--- config.mk ---
export PLATFORM = sky130hd
export DESIGN_NAME = sem_magnitude
export DESIGN_NICKNAME = d
export VERILOG_FILES = /design/src/rtl/core/sem_pkg.sv /design/src/rtl/core/sem_magnitude.sv
export SDC_FILE = /design/constraint.sdc
export NUM_CORES = 1
export LEC_CHECK = 0
export BUFFER_PORTS_ARGS = -buffer_cell sky130_fd_sc_hd__clkbuf_2
export CORE_UTILIZATION = 40
export CTS_CLUSTER_DIAMETER = 150
export DETAILED_ROUTE_END_ITERATION = 12
export HOLD_SLACK_MARGIN = 0.02
export RECOVER_POWER = 50
export SETUP_SLACK_MARGIN = 0.2
export SLEW_MARGIN = 0
export SYNTH_ARGS = -nofsm -noshare
export SYNTH_HDL_FRONTEND = slang
export SYNTH_SLANG_ARGS = --single-unit
--- constraint.sdc ---
create_clock -name clk -period 21.3 [get_ports clk]
set_clock_uncertainty 0.05 [all_clocks]
set_input_delay 2.13 -clock clk [delete_from_list [all_inputs] [get_ports clk]]
set_output_delay 2.13 -clock clk [all_outputs]
set_load 0.03 [all_outputs]
--- src/rtl/core/sem_pkg.sv ---
`timescale 1ns / 1ps
// sem_pkg: constants, types and helper functions of the sobel edge magnitude core
// used by sem_if, sem_magnitude, sobel_edge_magnitude_core and sem_checker

package sem_pkg;

    localparam int MAX_WIDTH  = 1024;
    localparam int MAX_HEIGHT = 1024;
    localparam int COL_W      = $clog2(MAX_WIDTH);
    localparam int ROW_W      = $clog2(MAX_HEIGHT);
    localparam int SIZE_W     = 11;
    localparam int PIX_W      = 8;
    localparam int IDX_W      = 2;

    localparam logic [SIZE_W-1:0] WIDTH_RESET  = SIZE_W'(640);
    localparam logic [SIZE_W-1:0] HEIGHT_RESET = SIZE_W'(480);
    localparam logic [SIZE_W-1:0] SIZE_MIN     = SIZE_W'(3);
    localparam logic [SIZE_W-1:0] WIDTH_MAX    = SIZE_W'(MAX_WIDTH);
    localparam logic [SIZE_W-1:0] HEIGHT_MAX   = SIZE_W'(MAX_HEIGHT);

    // q16 luma weights
    localparam logic [15:0] GRAY_WEIGHT_R = 16'd19595;
    localparam logic [15:0] GRAY_WEIGHT_G = 16'd38470;
    localparam logic [15:0] GRAY_WEIGHT_B = 16'd7471;

    localparam logic [PIX_W-1:0] MAG_MAX = 8'd255;

    localparam logic [IDX_W-1:0] REG_FRAME_WIDTH  = 2'd0;
    localparam logic [IDX_W-1:0] REG_FRAME_HEIGHT = 2'd1;
    localparam logic [IDX_W-1:0] REG_GRAY_INPUT   = 2'd2;

    typedef logic [8:0][PIX_W-1:0] window_t;

    typedef struct packed {
        logic [ROW_W-1:0] row;
        logic [COL_W-1:0] col;
    } pos_t;

    typedef struct packed {
        logic    start;
        logic    interior;
        window_t window;
    } mag_req_t;

    typedef struct packed {
        logic             done;
        logic [PIX_W-1:0] magnitude;
    } mag_rsp_t;

    function automatic logic [SIZE_W-1:0] clamp_size(
        input logic [SIZE_W-1:0] v,
        input logic [SIZE_W-1:0] vmax
    );
        logic [SIZE_W-1:0] r;
        r = v;
        if (v < SIZE_MIN)
            r = SIZE_MIN;
        else if (v > vmax)
            r = vmax;
        return r;
    endfunction

    // raster step with wrap at row and frame end
    function automatic pos_t advance(
        input pos_t              p,
        input logic [SIZE_W-1:0] w,
        input logic [SIZE_W-1:0] h
    );
        pos_t r;
        r = p;
        if ((SIZE_W'(p.col) + SIZE_W'(1)) >= w)
        begin
            r.col = '0;
            if ((SIZE_W'(p.row) + SIZE_W'(1)) >= h)
                r.row = '0;
            else
                r.row = p.row + ROW_W'(1);
        end
        else
        begin
            r.col = p.col + COL_W'(1);
        end
        return r;
    endfunction

endpackage

--- src/rtl/core/sem_magnitude.sv ---
`timescale 1ns / 1ps
// sem_magnitude: sobel gradients, sum of squares and iterative clamped square root
// depends on sem_pkg

module sem_magnitude
    import sem_pkg::*;
(
    input  logic     clk,
    input  logic     rst_n,
    input  mag_req_t req,
    output mag_rsp_t rsp
);

    typedef enum logic [2:0] {
        M_IDLE   = 3'b001,
        M_SQUARE = 3'b010,
        M_ROOT   = 3'b100
    } mag_state_t;

    mag_state_t state_reg, state_next;
    logic [9:0]       abs_gx_reg, abs_gy_reg;
    logic             interior_reg;
    logic [20:0]      sq_reg;
    logic [PIX_W-1:0] root_reg, root_next;
    logic [2:0]       step_reg, step_next;

    logic [9:0]       right_sum, left_sum, bottom_sum, top_sum;
    logic [10:0]      gx, gy;
    logic [PIX_W-1:0] trial;
    logic [15:0]      trial_sq;
    logic             big, finish;
    logic [PIX_W-1:0] root_new;

    always_comb
    begin
        right_sum  = 10'(req.window[2]) + {1'b0, req.window[5], 1'b0} + 10'(req.window[8]);
        left_sum   = 10'(req.window[0]) + {1'b0, req.window[3], 1'b0} + 10'(req.window[6]);
        bottom_sum = 10'(req.window[6]) + {1'b0, req.window[7], 1'b0} + 10'(req.window[8]);
        top_sum    = 10'(req.window[0]) + {1'b0, req.window[1], 1'b0} + 10'(req.window[2]);
        gx = {1'b0, right_sum} - {1'b0, left_sum};
        gy = {1'b0, bottom_sum} - {1'b0, top_sum};
    end

    always_comb
    begin
        trial    = root_reg | (8'h80 >> step_reg);
        trial_sq = trial * trial;
        root_new = (trial_sq <= sq_reg[15:0]) ? trial : root_reg;
        big      = (sq_reg[20:16] != '0);
        finish   = !interior_reg || big || (step_reg == 3'd7);
    end

    always_comb
    begin
        state_next = state_reg;
        root_next  = root_reg;
        step_next  = step_reg;
        unique case (state_reg)
            M_IDLE:
            begin
                if (req.start)
                    state_next = M_SQUARE;
            end
            M_SQUARE:
            begin
                root_next  = '0;
                step_next  = '0;
                state_next = M_ROOT;
            end
            M_ROOT:
            begin
                root_next = root_new;
                step_next = step_reg + 3'd1;
                if (finish)
                    state_next = M_IDLE;
            end
            default:
            begin
                state_next = M_IDLE;
            end
        endcase
    end

    always_ff @(posedge clk or negedge rst_n)
    begin
        if (!rst_n)
        begin
            state_reg <= M_IDLE;
            root_reg  <= '0;
            step_reg  <= '0;
        end
        else
        begin
            state_reg <= state_next;
            root_reg  <= root_next;
            step_reg  <= step_next;
        end
    end

    always_ff @(posedge clk)
    begin
        if (state_reg == M_IDLE && req.start)
        begin
            abs_gx_reg   <= gx[10] ? 10'(-gx) : gx[9:0];
            abs_gy_reg   <= gy[10] ? 10'(-gy) : gy[9:0];
            interior_reg <= req.interior;
        end
        if (state_reg == M_SQUARE)
            sq_reg <= 21'(abs_gx_reg * abs_gx_reg) + 21'(abs_gy_reg * abs_gy_reg);
    end

    always_comb
    begin
        rsp.done = (state_reg == M_ROOT) && finish;
        if (!interior_reg)
            rsp.magnitude = '0;
        else if (big)
            rsp.magnitude = MAG_MAX;
        else
            rsp.magnitude = root_new;
    end

endmodule

# --- Word level (Yosys, flattened, before mapping) ---
# Index checks and enable logic that the tools add are counted.
totals:
  in_bits: 76
  wordCells: 51
  regBits: 56
  out_inout_bits: 9
op_classes:
  order_cmp: 1
  mux: 10
  mul: 3
  n_bitwise: 1
  shift: 1
  eq_ne: 6
  n_addsub: 14
  n_reduce_logical: 8
op_table:
  columns: ["operator", "n"]
  rows:
  - ["adder 10 x 8 -> 10 bit", 4]
  - ["adder 8 x 9 -> 10 bit", 4]
  - ["multiplier 10 x 10 -> 20 bit", 2]
  - ["two-way mux 8 bit", 3]
  - ["subtractor 10 x 10 -> 11 bit", 2]
  - ["adder 20 x 20 -> 21 bit", 1]
  - ["two-way mux 10 bit", 2]
  - ["negation 10 bit", 2]
  - ["less-or-equal comparator 16 bit", 1]
  - ["multiplier 8 x 8 -> 16 bit", 1]
  - ["one-hot mux 8 bit (2 select lines)", 1]
  - ["one-hot mux 3 bit (3 select lines)", 1]
  - ["OR 8 bit", 1]
  - ["right shift 8 x 3 -> 8 bit (first input constant)", 1]
  - ["== test 3 bit (second input constant)", 2]
  - ["two-way mux 3 bit", 2]
  - ["one-hot mux 3 bit (2 select lines)", 1]
  - ["nonzero test 5 bit", 1]
  - ["!= test 2 bit (second input constant)", 2]
  - ["adder 3 x 1 -> 3 bit (second input constant)", 1]
  - ["== test 3 x 1 -> 1 bit (second input constant)", 1]
  - ["== test 3 x 2 -> 1 bit (second input constant)", 1]
  - ["logical AND 1 bit", 2]
  - ["logical OR 1 bit", 2]
  - ["3 further kinds", 3]

# --- Depth between registers and ports, before layout ---
# Gate-level depths: netlist (run 1).
depth:
  depth_word: 7
  depth_mapped: 29
  mapped_depth_nobuf: 29

# --- Worst setup path before layout (run 1) ---
# Ideal clock, no wire load.
synth_path:
  path_type: "flip-flop to output port"
  startpoint: "register step_reg[0]"
  endpoint: "output rsp[0] (netlist name)"
  arrival_ns: 6.162
  path_buffers: 0
  t_required_ns: 19.120
  slack_ns: 12.958
  stages_incl_launch_ff: 25
  cell_sequence: "dfrtp_1 > inv_1 > ha_1 > a21oi_1 > inv_1 > nand2_1 > inv_1 > fa_1 > fa_1 > inv_1 > fa_1 > fa_1 > inv_1 > ha_1 > o21ai_1 > a211oi_1 > mux2i_1 > nand3_1 > ha_1 > a21o_1 > a21o_1 > a21o_1 > or3_1 > nand3b_2 > o221a_2"
synth_rtl:
  columns: ["item", "line_no", "text"]
  rows:
  - ["start, declared", "sem_magnitude.sv:25", "logic [2:0] step_reg, step_next;"]
  - ["start signal, assigned", "sem_magnitude.sv:96", "step_reg <= step_next;"]
  - ["end, declared", "sem_magnitude.sv:11", "output mag_rsp_t rsp"]

==> results of run 1 <==
==> metal layers <==
| metal | vias up | wire length (um) |
|---|---|---|
| li1 | 4135 | - |
| met1 | 4204 | 10600 |
| met2 | 134 | 12200 |
| met3 | 21 | 721 |
| met4 | 0 | 340 |
| met5 | - | 0 |
==> worst max-delay path: cells and delay by family (launching register included) <==
family	cells	cell delay (ns)
adders and majority gates	7	2.91
buffers and inverters	6	0.77
AOI/OAI and AO/OA	5	1.88
muxes	1	0.25
DFF	1	0.44
and+or+nand+nor	6	1.01
==> layout make-up <==
cell class                      count  area (sq um)  area share (%)
Clock inverter                      3          22.5           0.170
Sequential cell                    56          1610            12.2
Tap cell                          390           488            3.68
Inverter                          308          1160            8.72
Timing Repair Buffer               77           383            2.89
Multi-Input combinational cell    887          9460            71.4
Clock buffer                        5           125           0.944
==> placed cells by master (no fill, tap or decap), types with 3 or more instances in the layout <==
cell / n
a21oi_1: 52
a22o_1: 4
a31oi_1: 9
and2_1: 47
mux2_2: 3
inv_1: 307
xor2_1: 31
edfxtp_1: 42
o211ai_1: 3
nor3_1: 15
clkbuf_16: 5
a21o_1: 20
nand4_1: 5
ha_1: 162
o21ai_0: 27
and3_1: 5
nor2b_1: 10
nand3_1: 7
or3_1: 4
nand2_1: 82
o21a_1: 7
nand2b_1: 7
clkbuf_2: 75
dfrtp_1: 13
fa_1: 215
nor3b_1: 3
xnor2_1: 35
o31ai_1: 3
o221a_2: 8
nor2_1: 68
a21boi_0: 3
o21bai_1: 8
a211oi_1: 7
==> cells by family (layout without fill, tap and decap cells) <==
group,count (synthesis),after routing,share of synthesized area [%]
and+or+nand+nor,269,269,10.8
muxes,4,4,0.356
DFF,56,56,13.1
adders and majority gates,377,377,51.4
buffers and inverters,330,393,10.1
xor gates and xnor gates,66,66,4.69
AOI/OAI and AO/OA,171,171,9.60
==> path summary, 6_finish.rpt <==
path,start,to,slack [ns]
worst max-delay path,step_reg[0],rsp[6],11.57
worst min-delay path,state_reg[0],state_reg[2],0.51
worst max register to register,step_reg[0],root_reg[7],13.98
worst min register to register,state_reg[0],state_reg[2],0.51
max in group asynchronous,rst_n,root_reg[5],18.93
min in group asynchronous,rst_n,root_reg[4],1.81
==> metrics by stage <==
step           hold slack (ns)  std cells
2_1_floorplan            0.462       1273
3_5_place_dp             0.504       1718
4_1_cts                  0.522       1726
3_3_place_gp             0.493       1718
6_report                 0.509       1726
5_1_grt                  0.534       1726
==> results.json, run 1 <==
{
  "utilization_pct": 44.2,
  "chipHeight_um": 177,
  "start_kind": "flop",
  "critPathCaptureType": "output pin",
  "initial_core_util_pct": 41.1,
  "finalCriticalPeriod_ns": 9.73,
  "fmax_ghz": 0.103,
  "clkTransAtPathRegs_ns": 0.08,
  "max_stage_delay_ns": 0.60,
  "antenna_cells": 0,
  "largest_reg_flops": 21,
  "synth_cell_type_count": 63,
  "synth-async-reset-ratio_pct": 25.0,
  "syn_avg_cell_area_sq_um": 9.67,
  "io_pins": 85,
  "port_buffers": 76,
  "drc_errors": 0,
  "arrival_ns": 7.55,
  "cts-htree-levels": 2,
  "grt-ovfl-total": 0,
  "gp_congestion": 0.819,
  "netlist_instances": 1273,
  "syn-cell-area_sq_um": 12300,
  "cap_violations": 1,
  "hold_buffers": 0,
  "clk_path_buf_depth": 2,
  "grt_setup_unrepaired": "false",
  "met3_usage_pct": 2.06,
  "worst_slew_pin_slew_ns": 1.86,
  "ys.warnings.count": 0,
  "path_max_fanout": 8,
  "yosys.area.top_type": "fa_1",
  "grt_max_degree": 22,
  "postCtsSetupRepairBufs": 0,
  "dpl_worst_slack_ns": 11.82,
  "nFillCells": 2941,
  "num_rows": 63,
  "syn_to_final_growth_pct": 7.60,
  "grt_use_met2_pct": 30.7,
  "ys_seq_elements": 56,
  "clock_tree.root_cell": "clkbuf_16",
  "fin_crit_sh_pct": 45.7,
  "grt_pass1_wl_um": 43100,
  "synth-edff-count": 42,
  "vias": 8494,
  "setup_viol": 0,
  "nets": 1788,
  "busiest_layer": "met2",
  "wl_per_cell_um": 13.8,
  "slew_headroom_pct": -24.6,
  "die_w_um": 177,
  "ys_seq_area_share_pct": 13.1,
  "post_drt_via_cell_ratio": 4.92,
  "drv_slew": 22,
  "met1_usage_pct": 21.7,
  "violations": "max-capacitance violations, max-slew violations",
  "design_area_sq_um": 13300,
  "gr-usage-all-layers_pct": 17.0,
  "hold_viol": 0,
  "hold_depth": 1,
  "first_iter_violations": 411,
  "cts.sink_count": 56,
  "firstDrtPassIters": 5,
  "cpMaxStageDelayCell": "a21oi_1",
  "worst_hold_path_type": "reg -> reg",
  "synth.top_cell.area_share_pct": 34.9,
  "die-area_sq_um": 31500,
  "cp.required_ns": 19.12,
  "synth_nets": 1726,
  "critPathKind": "reg -> out",
  "synth_most_common_cell": "inv_1",
  "drive_gt1_share_pct": 8.46,
  "dpl-instance-area_sq_um": 13100,
  "clk-insertion-delay-late_ns": 0.31,
  "synth_area_leaders": "fa_1 (35%), ha_1 (16%), edfxtp_1 (10%)",
  "synthTopCellsByCount": "inv_1 (307), fa_1 (215), ha_1 (162)",
  "cts_tree": "done",
  "cts_buffers": 5,
  "core-area_sq_um": 30000,
  "fin_tns_setup_ns": 0,
  "wirelength_um": 23800,
  "synth_ff_type": "edfxtp_1",
  "antenna_found_initial": 0,
  "reg2reg_depth": 25,
  "status": "finished with violations",
  "first_global_vias": 9299,
  "drtAntennaViolNets": 0,
  "cts_resized": 0,
  "cpMostUsedCell": "inv_1",
  "hpwl_um": 20800,
  "setup_ws_ns": 11.57
}
Power of run 1 is not shown: default switching activity piles up to over one toggle a cycle in this logic, so the estimate is an artifact.
==> run 2, diff against run 1 <==
--- a/config.mk
+++ b/config.mk
@@ -5,6 +5,7 @@
 export SDC_FILE = /design/constraint.sdc
 export NUM_CORES = 1
 export LEC_CHECK = 0
+export ABC_AREA = 1
 export BUFFER_PORTS_ARGS = -buffer_cell sky130_fd_sc_hd__clkbuf_2
 export CORE_UTILIZATION = 40
 export CTS_CLUSTER_DIAMETER = 150
==> constraint.sdc (replaced) <==
create_clock -name clk -period 10 [get_ports clk]
set_clock_uncertainty 0.05 [all_clocks]
set_input_delay 1 -clock clk [delete_from_list [all_inputs] [get_ports clk]]
set_output_delay 1 -clock clk [all_outputs]
set_load 0.03 [all_outputs]
==> results.json, run 2 <==
{
  "status": "finished clean",
  "syn_avg_cell_area_sq_um": 8.26,
  "layout_common_cells": "inv_1 (439), nand2_1 (304), fa_1 (215)",
  "nFillCells": 3190,
  "synth-edff-count": 42,
  "synth_area_leaders": "fa_1 (34%), ha_1 (16%), inv_1 (13%)",
  "core-area_sq_um": 31600,
  "yosys.area.top_type": "fa_1",
  "grt_pass1_wl_um": 45500,
  "wl_per_cell_um": 12.4,
  "hold_viol": 0,
  "die_w_um": 181,
  "grt_max_degree": 23,
  "drc_errors": 0,
  "clk-insertion-delay-late_ns": 0.31,
  "cts_tree": "done",
  "synth_ff_type": "edfxtp_1",
  "max_stage_delay_ns": 0.55,
  "postCtsSetupRepairBufs": 0,
  "cts_resized": 0,
  "cp.required_ns": 8.95,
  "firstDrtPassIters": 5,
  "slew_headroom_pct": 16.7,
  "mostFrequentLayoutCell": "inv_1",
  "rrSetupSlack_ns": 3.55,
  "clkTransAtPathRegs_ns": 0.08,
  "io_pins": 85,
  "clk_path_buf_depth": 2,
  "fmax_ghz": 0.125,
  "cpMostUsedCell": "inv_1",
  "seqCellArea_sq_um": 1610,
  "hold_depth": 2,
  "cpMaxStageDelayCell": "fa_1",
  "ys.warnings.count": 0,
  "multi_input_area_sq_um": 9430,
  "num_rows": 65,
  "critPathCaptureType": "output pin",
  "syn-cell-area_sq_um": 12800,
  "synth-async-reset-ratio_pct": 25.0,
  "gr-usage-all-layers_pct": 16.9,
  "vias": 9372,
  "wirelength_um": 25000,
  "path_max_fanout": 8,
  "cap_violations": 0,
  "start_kind": "flop",
  "chipHeight_um": 181,
  "clock_tree.root_cell": "clkbuf_16",
  "grt_setup_unrepaired": "false",
  "crit_start": "step_reg[0]",
  "r2r-end": "root_reg[4]",
  "antenna_found_initial": 0,
  "critPathCapture": "rsp[4]",
  "first_global_vias": 9865,
  "synthTopCellsByCount": "inv_1 (439), nand2_1 (304), fa_1 (215)",
  "post_drt_via_cell_ratio": 4.65,
  "cts.sink_count": 56,
  "grt-ovfl-total": 0,
  "ys_seq_area_share_pct": 12.6,
  "largest_reg_flops": 21,
  "critPathKind": "reg -> out",
  "arrival_ns": 6.92,
  "synth_nets": 2003,
  "worst_hold_path_type": "reg -> reg",
  "port_buffers": 76,
  "initial_core_util_pct": 40.6,
  "synth_most_common_cell": "inv_1",
  "fin_tns_setup_ns": 0,
  "finalCriticalPeriod_ns": 7.97,
  "first_iter_violations": 405,
  "cts-htree-levels": 2,
  "netlist_instances": 1550,
  "hpwl_um": 22400,
  "ys_seq_elements": 56,
  "synth.top_cell.area_share_pct": 33.6,
  "syn_to_final_growth_pct": 7.57,
  "nets": 2065,
  "die-area_sq_um": 32700,
  "setup_viol": 0,
  "fin_crit_sh_pct": 79.7,
  "gp_congestion": 0.882,
  "drive_gt1_share_pct": 7.07,
  "drv_slew": 0,
  "rr_startpoint": "step_reg[0]",
  "synth_cell_type_count": 38,
  "drtAntennaViolNets": 0,
  "worst_slew_pin_slew_ns": 1.25,
  "hold_buffers": 0,
  "whs_ns": 0.487,
  "cts_buffers": 5,
  "antenna_cells": 0,
  "reg2reg_depth": 28
}
==> run 2: how the worst min path moves through the flow <==
| stage | startpoint | endpoint |
|---|---|---|
| floorplan | root_reg[1] | root_reg[1] |
| global placement | root_reg[6] | root_reg[6] |
| detailed placement | root_reg[1] | root_reg[1] |
| CTS | root_reg[1] | root_reg[1] |
| global route | root_reg[7] | root_reg[7] |
| finish | root_reg[1] | root_reg[1] |
==> run 2: critical path: cells and delay by family (launching register included) <==
family | cells | cell delay, ns
AOI/OAI and AO/OA | 5 | 0.89
and+or+nand+nor | 8 | 1.44
buffers and inverters | 6 | 0.72
xor gates and xnor gates | 1 | 0.17
adders and majority gates | 8 | 2.97
DFF | 1 | 0.41
==> run 2: cell type report <==
cell class	instances	area share, %
Clock buffer	7	1.13
Clock inverter	1	0.0636
Inverter	444	12.1
Multi-Input combinational cell	1026	68.5
Sequential cell	56	11.7
Tap cell	402	3.65
Timing Repair Buffer	79	2.85
==> run 2: kinds of logic (layout without fill, tap and decap cells) <==
group	count (synthesis)	after routing	share of synthesized area (%)
AOI/OAI and AO/OA	104	104	4.39
buffers and inverters	468	531	13.8
xor gates and xnor gates	53	53	3.63
DFF	56	56	12.6
adders and majority gates	377	377	49.5
and+or+nand+nor	492	492	16.2
==> run 2: per-layer routing <==
layer  vias to the layer above  GRT usage [%]  routed length (um)
met2                       130           28.5               11800
met4                         0           2.12                 167
met5                         -              0                   0
li1                       4752              -                   -
met3                        14           1.41                 839
met1                      4476           24.2               12200
==> run 2: stage by stage <==
step | instances | setup WS, ns | util [%] | cell area (sq um)
2_1_floorplan | 1550 | 3.11 | - | 12800
3_3_place_gp | 2007 | 2.45 | 43.2 | 13600
3_5_place_dp | 2007 | 2.34 | 43.2 | 13600
4_1_cts | 2015 | 1.96 | 43.7 | 13800
5_1_grt | 2015 | 1.50 | 43.6 | 13800
6_report | 2015 | 2.03 | 43.6 | 13800
Power of run 2 is left out for the same reason.
